## config.mk

```make
export PLATFORM = sky130hd
export DESIGN_NAME = ade_fifo
export DESIGN_NICKNAME = d
export VERILOG_FILES = /design/src/ade_pkg.sv /design/src/ade_fifo.sv
export SDC_FILE = /design/constraint.sdc
export NUM_CORES = 1
export LEC_CHECK = 0
export BUFFER_PORTS_ARGS = -buffer_cell sky130_fd_sc_hd__buf_4
export CORE_ASPECT_RATIO = 1.1
export CORE_MARGIN = 2
export CORE_UTILIZATION = 30
export DETAILED_ROUTE_END_ITERATION = 6
export PLACE_DENSITY = 0.58
export SYNTH_ARGS = -nofsm -noshare
export SYNTH_HDL_FRONTEND = slang
export SYNTH_SLANG_ARGS = --single-unit
```

## constraint.sdc

```tcl
create_clock -name clk -period 2.6 [get_ports clk]
set_input_delay 0.13 -clock clk [delete_from_list [all_inputs] [get_ports clk]]
set_output_delay 0.13 -clock clk [all_outputs]
set_load 0.03 [all_outputs]
```

## src/ade_pkg.sv

```systemverilog
// ----------------------------------------------------------------------------
// ade_pkg
// Shared types, constants and table builders for the downward expander.
// ----------------------------------------------------------------------------
package ade_pkg;

  localparam int TAB_BITS_MAX    = 12;
  localparam int TAB_ENTRIES_MAX = 1 << TAB_BITS_MAX;
  localparam int QUEUE_DEPTH     = 4;
  localparam int QUEUE_AW        = 2;

  localparam logic [26:0] DB_PER_OCT_Q32 = 27'd101008905;
  localparam logic [21:0] OCT_PER_DB_Q32 = 22'd2786635;
  localparam logic [15:0] DB_FLOOR_MAG   = 16'd51200;

  // register indexes
  localparam logic [2:0] REG_THRESHOLD = 3'd0;
  localparam logic [2:0] REG_RANGE     = 3'd1;
  localparam logic [2:0] REG_SLOPE     = 3'd2;
  localparam logic [2:0] REG_ATTACK    = 3'd3;
  localparam logic [2:0] REG_RELEASE   = 3'd4;

  typedef struct packed {
    logic signed [16:0] threshold_db;
    logic [14:0]        range_limit_db;
    logic [15:0]        slope;
    logic [23:0]        attack_coeff;
    logic [23:0]        release_coeff;
  } ade_cfg_t;

  // classified sample handed from the front to the back
  typedef struct packed {
    logic [23:0] mag;
    logic        neg;
    logic        frame_start;
    logic [14:0] tmag;
  } ade_item_t;

  function automatic logic [15:0] log2_frac_q16(logic [63:0] x30);
    logic [63:0] x;
    logic [15:0] r;
    x = x30;
    r = '0;
    for (int i = 15; i >= 0; i--) begin
      x = (x * x) >> 30;
      if (x >= 64'h8000_0000) begin
        r[i] = 1'b1;
        x = x >> 1;
      end
    end
    return r;
  endfunction

  function automatic logic [TAB_ENTRIES_MAX*16-1:0] log_table(int bits);
    logic [TAB_ENTRIES_MAX*16-1:0] t;
    logic [63:0] x;
    t = '0;
    for (int k = 0; k < (1 << bits); k++) begin
      x = 64'((1 << bits) + k) << (30 - bits);
      t[k*16 +: 16] = log2_frac_q16(x);
    end
    return t;
  endfunction

  function automatic logic [63:0] isqrt64(logic [63:0] v_in);
    logic [63:0] v, res, b;
    v   = v_in;
    res = '0;
    b   = 64'd1 << 62;
    while (b > v) b = b >> 2;
    while (b != 0) begin
      if (v >= res + b) begin
        v   = v - (res + b);
        res = (res >> 1) + b;
      end else begin
        res = res >> 1;
      end
      b = b >> 2;
    end
    return res;
  endfunction

  function automatic logic [TAB_ENTRIES_MAX*31-1:0] exp_table(int bits);
    logic [TAB_ENTRIES_MAX*31-1:0] t;
    logic [63:0] r, e;
    t = '0;
    r = 64'd1 << 29;
    for (int i = 0; i < bits; i++) r = isqrt64(r << 30);
    e = 64'd1 << 30;
    t[30:0] = e[30:0];
    for (int k = 1; k < (1 << bits); k++) begin
      e = (e * r) >> 30;
      t[k*31 +: 31] = e[30:0];
    end
    return t;
  endfunction

endpackage

```

## src/ade_fifo.sv

```systemverilog
// ----------------------------------------------------------------------------
// ade_fifo
// Short queue of classified samples between front and back.
// ----------------------------------------------------------------------------
module ade_fifo import ade_pkg::*; (
  input  logic      clk,
  input  logic      rst,
  input  logic      push,
  input  ade_item_t wr_item,
  input  logic      pop,
  output ade_item_t rd_item,
  output logic      full,
  output logic      empty
);

  ade_item_t          mem [QUEUE_DEPTH];
  logic [QUEUE_AW-1:0] wr_ptr, rd_ptr;
  logic [QUEUE_AW:0]   count;

  always_ff @(posedge clk) begin
    if (push) mem[wr_ptr] <= wr_item;
  end

  always_ff @(posedge clk) begin
    if (rst) begin
      wr_ptr <= '0;
      rd_ptr <= '0;
      count  <= '0;
    end else begin
      if (push) wr_ptr <= wr_ptr + 1'b1;
      if (pop)  rd_ptr <= rd_ptr + 1'b1;
      count <= count + (QUEUE_AW+1)'(push) - (QUEUE_AW+1)'(pop);
    end
  end

  assign rd_item = mem[rd_ptr];
  assign full    = (count == (QUEUE_AW+1)'(QUEUE_DEPTH));
  assign empty   = (count == '0);

endmodule

```

**Yosys cells after proc, flatten, opt, wreduce, memory -nomap -nowiden**

Memory sizes are Yosys's and may differ from the RTL's. A register that Yosys moved wholly into a read port is not among the register bits.
Index checks and enable logic that the tools add are counted.

- Add/sub/neg operators: 4
- Eq/ne operators: 1
- Muxes and demuxes: 4
- Reductions and logical operators: 1

Operators by type and width:

| operator | number |
|---|---|
| $add A2 B1 Y2 const B | 2 |
| $mux W2 | 2 |
| $add A3 B1 Y3 | 1 |
| $eq A3 B3 Y1 const B | 1 |
| $logic_not A3 Y1 | 1 |
| $sub A3 B1 Y3 | 1 |
| $mux W1 | 2 |

- Input port bits: 45
- Register bits: 7
- Logic and storage cells: 14
- RAM bits: 164
- Memories: 1
- Output and inout bits: 43

Memory list:

| memory | words | bits a word | read ports | clocked after memory_dff | wr ports | RTL line | source |
|---|---|---|---|---|---|---|---|
| mem | 4 | 41 | 1 | 1 | 1 | ade_fifo.sv:16 | `ade_item_t mem [QUEUE_DEPTH];` |

**Longest topological paths before layout**

- Depth in word-level cells: 3
- Depth in mapped cells: 7
- Mapped depth without buffers: 7

**Worst setup path after synthesis**

No wires, ideal clock.

- Path type: register to register
- Start point: register wr_ptr[0]
- End point: memory mem[2][0] (netlist name) (enable)
- Period minus slack after synthesis: 1,935 ps
- Setup slack: 665 ps
- Cell stages (with the launch flop): 4
- Arrival time: 1,533 ps
- Data required time: 2,198 ps
- Library setup time: 402 ps
- Path buffers: 0
- Cells stage by stage: dfxtp_1 > inv_1 > ha_1 > and2_1

RTL lines:

| element | RTL line | source |
|---|---|---|
| from (decl) | ade_fifo.sv:17 | `logic [QUEUE_AW-1:0] wr_ptr, rd_ptr;` |
| from (signal assigned) | ade_fifo.sv:30 | `if (push) wr_ptr <= wr_ptr + 1'b1;` |
| to (decl) | ade_fifo.sv:16 |  |

No word-level cell before the write port.

==> out/results.ini <==
[floorplan]
die_h_um = 157
top_level_ports = 88
dieArea_mm2 = 0.0225
rows = 56
core_mm2 = 0.0212
start_util = 0.303
die_width_um = 143

[detailed_routing]
avgViaCountPerCell = 4.22
avgRoutedWirePerCell_um = 16.8
ant_nets = 0
drtPass1Iterations = 4
wl_mm = 11.9
drc = 0
drt_iter0_drc = 207
vias = 2995

[critical_path]
cp_max_fo = 18
r2r_cells = 7
start_kind = flop
crit_path_frequent_cell = buf_4
critPathCaptureType = primary output
crit_chain = buf_4, mux4_2, buf_4
crit_path_top_delay_cell = dfxtp_4
worst_ep_arrival_time_ns = 2.02
critical_path.max_stage_delay_ns = 0.59
critPathKind = reg -> out
crit_required_ns = 2.47

[power_and_ir_drop]
leakagePower_nw = 2.84
p_total_mw = 6.41
vdd_drop_max_mv = 0.443
pwr_density_cell_mw_per_mm2 = 765

[synth]
synth_area_leaders = edfxtp_1, mux4_2, dfxtp_1, buf_12, ha_1
async_reset_ff_frac = 0
yosys-top-cells-count = edfxtp_1, mux4_2, dfxtp_1, ha_1, inv_1
ys_warn_count = 0
syn_avg_cell_area_um2 = 24.9
ys_seq_elements = 173
yosysUniqueCellTypes = 22
synth_cells = 257
synth_edf_count = 164
synth_most_common_cell = edfxtp_1
ys.flop_type = edfxtp_1
netlist.area_leader.share = 0.769
netlist_area_mm2 = 0.00641
synth_nets = 309
yosys.area.top_type = edfxtp_1
seq_area_frac_synth = 0.797

[timing]
slew_headroom = 0.648
setup_tns_ns = 0
grt_setup_unrepaired = no
hold_viol = 0
min_period_ns = 2.15
max_freq_mhz = 464
fin_worst_skew_ns = 0.00854
max_slew.worst_pin.slew_ns = 0.528
final_max_slew_viol_count = 0
fin_crit_sh = 0.828
setup_viol = 0

[status]
status = completed

[clocking]
cts_buffers = 17
cts_tree = yes
htreeDepth = 4
cts_hold_buf = 43
worstSkewPairLatency_ns = 0.42
cts_setup_buffers = 0
path_clk_slew_ns = 0.06
clockRootBuffer = clkbuf_16
cts.sinks = 173
post_cts_resized = 0
clk_path_buf_depth = 2

[job]
cap_violations = 0

[placement]
dpl.hpwl_mm = 7.67
portBuffers = 87
routabilityCongestion = 0.657

[finish]
area_growth_pct = 30.8
fill_cells = 1955
nNetsFinal = 459
diodes = 0
drive_gt1_frac = 0.415

[global_route]
grt_pass1_vias = 3273
grt_max_degree = 26
antenna_found_initial = 1
track_usage = 0.112
grt_pass1_wl_mm = 18.2
overflow = 0

[hold_path]
holdPathStages = 3
min_path_type = in -> reg

path summary, 6_finish.rpt:
path                                             start                endpoint  slack (ns)
worst max-delay path                              flop             rd_item[22]        0.45
worst min register to register  rd_ptr[0]$_SDFFE_PP0P_                    flop        0.54
worst min-delay path                               pop  rd_ptr[0]$_SDFFE_PP0P_        0.02
worst max register to register     count[0]$_SDFF_PP0_     count[2]$_SDFF_PP0_        0.82
cell usage in the layout, fill, tap and decap left out, types with 4 or more instances in the layout:
cell type        n
clkbuf_16       17
inv_1            6
buf_4           96
nor2_1           5
ha_1             6
mux4_2          40
dlygate4sd3_1   43
edfxtp_1       164
dfxtp_1          7
clkinvlp_4       7
and2_2           4
worst max-delay path, delay by kind of cell (launching register included):
kind | cells | cell delay (ns)
buf+inv | 2 | 0.48
flops | 1 | 0.59
mux | 1 | 0.53
kinds of logic (layout without fill, tap and decap cells):
kind of cell,count (synthesis),after routing,share of synthesized area
AND/OR/NAND/NOR,14,14,0.0117
XOR/XNOR,3,3,0.00645
multiplexers,42,42,0.146
buffers and inverters,16,178,0.0215
AO/OA/AOI/OAI,2,2,0.00234
adder cells (fa/ha/maj),7,7,0.0148
flip-flops,173,173,0.797
sequential cells by signal (all words and copies together), names as in the netlist, named ones only:
signal and count:
mem 164, count 3, rd_ptr 2, wr_ptr 2
power breakdown:
part           switching (mW)  leakage, nW  internal (mW)  total (mW)
Combinational           0.481         1.03          0.426       0.907
Sequential             0.0645         1.58           3.20        3.27
Clock                    1.02        0.235           1.21        2.23
stage by stage:
step | setup WS, ns | hold slack [ns] | utilization | cells | cell area [um2]
2_1_floorplan | 0.665 | 0.202 | - | 257 | 6410
3_3_place_gp | 0.824 | 0.329 | 0.351 | 635 | 7420
3_5_place_dp | 0.825 | 0.336 | 0.351 | 635 | 7420
4_1_cts | 0.369 | 0.00209 | 0.396 | 709 | 8380
5_1_grt | 0.306 | 0.0177 | 0.396 | 709 | 8380
6_report | 0.447 | 0.0220 | 0.396 | 709 | 8380
metal layers:
metal | wire length (um) | GRT usage
met5 | 13 | 0
met4 | 216 | 0.0504
met3 | 544 | 0.0371
met2 | 5980 | 0.181
met1 | 5140 | 0.136
final cells by class:
type | instances | area (um2) | share of cell area
timing repair buffer | 141 | 1190 | 0.142
sequential | 173 | 5110 | 0.610
clock inverter | 13 | 92.6 | 0.0111
tap | 290 | 363 | 0.0433
inverter | 6 | 22.5 | 0.00269
multi-input combinational | 68 | 1170 | 0.140
clock buffer | 18 | 429 | 0.0512
No activity file was read; power rests on OpenSTA's default activity.
