--- config.mk ---
export PLATFORM = sky130hd
export DESIGN_NAME = ade_regs
export DESIGN_NICKNAME = d
export VERILOG_FILES = /design/src/ade_pkg.sv /design/src/ade_regs.sv
export SDC_FILE = /design/constraint.sdc
export NUM_CORES = 1
export LEC_CHECK = 0
export BUFFER_PORTS_ARGS = -buffer_cell sky130_fd_sc_hd__clkbuf_2
export CAP_MARGIN = 20
export CORE_AREA = 2 2 82 123
export DETAILED_ROUTE_END_ITERATION = 10
export DIE_AREA = 0 0 84 125
export PLACE_DENSITY_LB_ADDON = 0.08
export SYNTH_ARGS = -nofsm -noshare
export SYNTH_HDL_FRONTEND = slang
export SYNTH_SLANG_ARGS = --single-unit
--- constraint.sdc ---
create_clock -name clk -period 1.7 [get_ports clk]
set_input_delay 0.34 -clock clk [delete_from_list [all_inputs] [get_ports clk]]
set_output_delay 0.34 -clock clk [all_outputs]
set_load 0.02 [all_outputs]
--- src/ade_pkg.sv ---
// ----------------------------------------------------------------------------
// ade_pkg
// Shared types, constants and table builders for the downward expander.
// ----------------------------------------------------------------------------
package ade_pkg;

  localparam int TAB_BITS_MAX    = 12;
  localparam int TAB_ENTRIES_MAX = 1 << TAB_BITS_MAX;
  localparam int QUEUE_DEPTH     = 4;
  localparam int QUEUE_AW        = 2;

  localparam logic [26:0] DB_PER_OCT_Q32 = 27'd101008905;
  localparam logic [21:0] OCT_PER_DB_Q32 = 22'd2786635;
  localparam logic [15:0] DB_FLOOR_MAG   = 16'd51200;

  // register indexes
  localparam logic [2:0] REG_THRESHOLD = 3'd0;
  localparam logic [2:0] REG_RANGE     = 3'd1;
  localparam logic [2:0] REG_SLOPE     = 3'd2;
  localparam logic [2:0] REG_ATTACK    = 3'd3;
  localparam logic [2:0] REG_RELEASE   = 3'd4;

  typedef struct packed {
    logic signed [16:0] threshold_db;
    logic [14:0]        range_limit_db;
    logic [15:0]        slope;
    logic [23:0]        attack_coeff;
    logic [23:0]        release_coeff;
  } ade_cfg_t;

  // classified sample handed from the front to the back
  typedef struct packed {
    logic [23:0] mag;
    logic        neg;
    logic        frame_start;
    logic [14:0] tmag;
  } ade_item_t;

  function automatic logic [15:0] log2_frac_q16(logic [63:0] x30);
    logic [63:0] x;
    logic [15:0] r;
    x = x30;
    r = '0;
    for (int i = 15; i >= 0; i--) begin
      x = (x * x) >> 30;
      if (x >= 64'h8000_0000) begin
        r[i] = 1'b1;
        x = x >> 1;
      end
    end
    return r;
  endfunction

  function automatic logic [TAB_ENTRIES_MAX*16-1:0] log_table(int bits);
    logic [TAB_ENTRIES_MAX*16-1:0] t;
    logic [63:0] x;
    t = '0;
    for (int k = 0; k < (1 << bits); k++) begin
      x = 64'((1 << bits) + k) << (30 - bits);
      t[k*16 +: 16] = log2_frac_q16(x);
    end
    return t;
  endfunction

  function automatic logic [63:0] isqrt64(logic [63:0] v_in);
    logic [63:0] v, res, b;
    v   = v_in;
    res = '0;
    b   = 64'd1 << 62;
    while (b > v) b = b >> 2;
    while (b != 0) begin
      if (v >= res + b) begin
        v   = v - (res + b);
        res = (res >> 1) + b;
      end else begin
        res = res >> 1;
      end
      b = b >> 2;
    end
    return res;
  endfunction

  function automatic logic [TAB_ENTRIES_MAX*31-1:0] exp_table(int bits);
    logic [TAB_ENTRIES_MAX*31-1:0] t;
    logic [63:0] r, e;
    t = '0;
    r = 64'd1 << 29;
    for (int i = 0; i < bits; i++) r = isqrt64(r << 30);
    e = 64'd1 << 30;
    t[30:0] = e[30:0];
    for (int k = 1; k < (1 << bits); k++) begin
      e = (e * r) >> 30;
      t[k*31 +: 31] = e[30:0];
    end
    return t;
  endfunction

endpackage

--- src/ade_regs.sv ---
// ----------------------------------------------------------------------------
// ade_regs
// APB register file holding the expander settings.
// ----------------------------------------------------------------------------
module ade_regs import ade_pkg::*; (
  input  logic        clk,
  input  logic        rst,
  input  logic        psel,
  input  logic        penable,
  input  logic        pwrite,
  input  logic [4:0]  paddr,
  input  logic [31:0] pwdata,
  output logic [31:0] prdata,
  output logic        pready,
  output ade_cfg_t    cfg
);

  logic       wr_en;
  logic [2:0] idx;

  assign pready = 1'b1;
  assign wr_en  = psel & penable & pwrite;
  assign idx    = paddr[4:2];

  always_ff @(posedge clk) begin
    if (rst) begin
      cfg.threshold_db   <= -17'sd10240;
      cfg.range_limit_db <= 15'd5120;
      cfg.slope          <= 16'd32768;
      cfg.attack_coeff   <= 24'd38001;
      cfg.release_coeff  <= 24'd3804;
    end else if (wr_en) begin
      case (idx)
        REG_THRESHOLD: cfg.threshold_db   <= pwdata[16:0];
        REG_RANGE:     cfg.range_limit_db <= pwdata[14:0];
        REG_SLOPE:     cfg.slope          <= pwdata[15:0];
        REG_ATTACK:    cfg.attack_coeff   <= pwdata[23:0];
        REG_RELEASE:   cfg.release_coeff  <= pwdata[23:0];
        default: ;
      endcase
    end
  end

  always_comb begin
    case (idx)
      REG_THRESHOLD: prdata = {15'd0, cfg.threshold_db};
      REG_RANGE:     prdata = {17'd0, cfg.range_limit_db};
      REG_SLOPE:     prdata = {16'd0, cfg.slope};
      REG_ATTACK:    prdata = {8'd0, cfg.attack_coeff};
      REG_RELEASE:   prdata = {8'd0, cfg.release_coeff};
      default:       prdata = 32'd0;
    endcase
  end

endmodule

### Word level (Yosys, flattened, before mapping)

Index checks and enable logic that the tools add are counted.

| word-level totals | value |
|---|---|
| logic and storage cells | 18 |
| output and inout port bits | 129 |
| register bits | 96 |

| operators by class | value |
|---|---|
| reductions and logical operators | 6 |
| eq/ne operators | 4 |
| mux-type cells | 1 |
| bitwise gates (word level) | 2 |

Operators by type and width:

| operator | count |
|---|---|
| one-hot mux 24 bit (5 select lines) | 1 |
| AND reduction 2 bit | 5 |
| equality test 3 x 2 -> 1 bit (second input constant) | 2 |
| equality test 3 x 1 -> 1 bit (second input constant) | 1 |
| equality test 3 bit (second input constant) | 1 |
| logical NOT 3 bit | 1 |
| bitwise AND 1 bit | 2 |

### Longest topological paths before layout

| depth | value |
|---|---|
| depth after elaboration | 3 |
| mapped depth | 6 |
| gate-level depth less buffers | 3 |

### Least setup slack after synthesis

Ideal clock, no wire load.

| timing | value |
|---|---|
| path type | in2out |
| start point | input port paddr[2] |
| end point | output port prdata[0] |
| data required time | 1.360 ns |
| stages | 5 |
| arrival | 1.458 ns |
| slack | -0.098 ns |
| cells stage by stage | buf_2 > nor2_1 > buf_2 > a22oi_1 > o22ai_1 |

| between the ends | value |
|---|---|
| cells in the longest elaborated chain, start to end | 2 |
| elaborated cells between the ends (all ways) | 6 |

Ends and longest elaborated chain:

| what | line | text |
|---|---|---|
| from (decl) | ade_regs.sv:11 | `input logic [4:0] paddr,` |
| equality test 3 bit (tied with other cells) | ade_regs.sv:45 | `case (idx)` |
| one-hot mux 24 bit (5 select lines) (*) | ade_regs.sv:45 |  |
| to (decl) | ade_regs.sv:13 | `output logic [31:0] prdata,` |

Mark *: on every way between the ends. The rest lies on a longest branch, timed or not.

### Worst setup path after layout

Ends and elaborated chain as after synthesis.

==> results.py <==
metrics = {
    "critical_path": {
        "critPathKind": "primary input to primary output",
        "r2r_slack_ns": 0.98,
        "crit_chain": "clkbuf_16 > buf_16 > nor2_4 > buf_12 > buf_12 > a22oi_2 > o22ai_2 > clkbuf_8",
        "endpoint_kind": "primary output",
        "start_kind": "primary input",
        "cp.required_ns": 1.36,
        "reg2reg_to": "cfg[84]$_SDFFE_PP0P_",
        "critPathSlowestCell": "clkbuf_8",
        "reg2reg_depth": 2,
        "cp.arrival_ns": 1.40,
        "crit_top_cell": "buf_12",
        "r2r-start": "cfg[84]$_SDFFE_PP0P_",
        "path_max_fanout": 8,
        "max_stage_delay_ns": 0.17,
    },
    "layout": {
        "nets": 679,
        "utilization_pct": 67.8,
        "layout-drive-gt1-share_pct": 39.9,
        "reg_top3": "cfg x96",
        "syn2layout_area_growth_pct": 39.1,
        "largest_register_ffs": 96,
        "regMostFlops": "cfg",
        "num_antenna_cells": 0,
    },
    "floorplanning": {
        "rows": 44,
        "core-area_um2": 9520,
        "start_util_pct": 48.7,
        "die_h_um": 125,
        "ios": 171,
        "fp.dieW_um": 84,
        "die_area_um2": 10500,
    },
    "yosys": {
        "ys_ff_latch": 96,
        "synth_edf_count": 0,
        "synthCells": 468,
        "synth.distinct_cells": 32,
        "syn_area_um2": 4640,
        "synthFlopType": "dfxtp_1",
        "yosysTopAreaCellShare_pct": 41.4,
        "ys.warnings.count": 0,
        "synth_area_leader_cell": "dfxtp_1",
        "syn_area_per_cell_um2": 9.92,
        "synth-async-reset-ratio_pct": 0,
        "yosysSeqAreaShare_pct": 41.4,
        "netlist_top_cells_area": "dfxtp_1 41%, mux2i_1 21%, nand2b_1 13%",
    },
    "global_route": {
        "overflow": 0,
        "first_global_vias": 4115,
        "grt_pass1_wl_mm": 21.3,
        "antenna_found_initial": 0,
        "grt_max_degree": 69,
        "grt_util_all_layers_pct": 25.7,
    },
    "outcome": {
        "outcome": "finished with violations",
        "violations": "setup timing",
    },
    "pwr": {
        "power_leakage_nw": 3.05,
        "ir_drop_mv": 0.680,
        "powerDensity_nw_per_um2": 760,
    },
    "sta": {
        "setup_violations": 9,
        "finalCritPeriodShare_pct": 102,
        "max_freq_ghz": 0.575,
        "final_hold_viol_count": 0,
        "slew_viol_final": 0,
        "layout_setup_ws_ns": -0.0399,
        "fin_skew_ns": 0,
        "finalSetupTns_ns": -0.186,
        "rsz0062_at_grt": "true",
        "fin_crit_ns": 1.74,
    },
    "route": {
        "drt-initial-drc-count": 194,
        "drc": 0,
        "vias": 4084,
        "post_drt_via_cell_ratio": 5.40,
        "firstDrtPassIters": 4,
        "wl_per_cell_um": 17.9,
        "drtAntennaViolNets": 0,
        "wirelength_mm": 13.5,
    },
    "clock_network": {
        "cts_tree": "done",
        "numCtsBuffers": 9,
        "clkSinkCount": 96,
        "clk_latency_ns": 0.34,
        "clock_path_buffers": 2,
        "cts.clk_slew.worst_paths_ns": 0.06,
        "cts_root_buffer": "clkbuf_16",
        "htree_levels": 3,
    },
    "flow_run": {
        "cap_violations": 0,
    },
    "place": {
        "dp_hpwl_mm": 9.43,
        "portBuffers": 151,
        "gp_congestion": 0.824,
    },
    "hold_path": {
        "min_path_type": "primary input to flip-flop",
        "hold_depth": 3,
        "holdPathEnd": "cfg[46]$_SDFFE_PP0P_",
        "hold_start": "pwdata[22]",
    },
}
[power by group]
group / total [mW] / internal, mW / switching, mW
sequential: 2.28 / 2.27 / 0.0146
combinational: 0.611 / 0.291 / 0.320
clock: 2.02 / 1.17 / 0.847
total: 4.91 / 3.73 / 1.18
[through the flow]
stage | worst slack [ns] | instance area (µm²) | power, mW | instances | hold slack [ns]
global placement | -0.133 | 5810 | 2.84 | 733 | 0.472
CTS | -0.0311 | 6420 | 4.93 | 756 | 0.262
detailed placement | -0.124 | 5810 | 2.85 | 733 | 0.480
finish | -0.0399 | 6460 | 4.91 | 756 | 0.266
global route | -0.0700 | 6460 | 5.04 | 756 | 0.286
floorplan | 0.00200 | 4730 | 2.66 | 475 | 0.495
[cell families (layout without fill, tap and decap cells)]
logic type,count (synthesis),in the layout,synth area share (%)
flops,96,96,41.4
mux,113,113,24.8
simple gates,156,156,19.5
other cells,2,9,0.162
buf+inv,47,213,5.55
compound gates,54,54,8.60
[placed cells by master (no fill, tap or decap), types with 12 or more instances in the layout]
master      n
mux2i_1    98
mux2_2     15
a22oi_2    12
a22oi_1    16
clkbuf_2  131
dfxtp_1    96
nand2b_1   97
buf_12     15
buf_4      32
nor2_1     37
[layer usage]
metal  track usage (%)  routed length, µm  vias to the layer above
met5                 0                  0                        -
met2              44.8               6930                      144
met4              11.0                379                        0
met3              5.28                775                       25
met1              30.2               5450                     1967
li1                  -                  -                     1948
[what timing repair did]
action | CTS | global route
gates cloned | 1 | 0
resized for setup | 50 | 15
setup buffers | 7 | 0
hold buffers | 0 | 0
pin swaps | 14 | 8
setup endpoints to repair | 23 | 20
[worst max path at each step]
stage	startpoint	endpoint	slack [ns]	cells past startpoint
3_3_place_gp	paddr[4]	prdata[2]	-0.13	6
5_1_grt	paddr[2]	prdata[5]	-0.07	8
6_report	paddr[2]	prdata[0]	-0.04	8
3_5_place_dp	paddr[4]	prdata[2]	-0.12	6
2_1_floorplan	paddr[2]	prdata[5]	0.002	5
4_1_cts	cfg[58]$_SDFFE_PP0P_	prdata[10]	-0.03	4
[cells in the mapped netlist, types with 3 or more instances]
| library cell | n |
|---|---|
| a22o_1 | 8 |
| a22oi_1 | 28 |
| buf_2 | 10 |
| buf_4 | 14 |
| clkbuf_1 | 20 |
| dfxtp_1 | 96 |
| mux2_2 | 15 |
| mux2i_1 | 98 |
| nand2b_1 | 97 |
| nor2_1 | 38 |
| nor2b_1 | 3 |
| o22ai_1 | 15 |
[layout make-up]
type	count	area, µm²
repair buffers	198	1460
flip-flops and latches	96	1920
multi-input cells	332	2640
clock inverters	3	42.5
fillers	789	3070
well taps	115	144
clock buffers	12	246
[critical path: cells and delay by family]
kind                   cells  cell delay (ns)
and+or+nand+nor            1             0.10
buffers and inverters      5             0.74
AOI/OAI and AO/OA          2             0.20
Power figures use the tool's default switching activity.
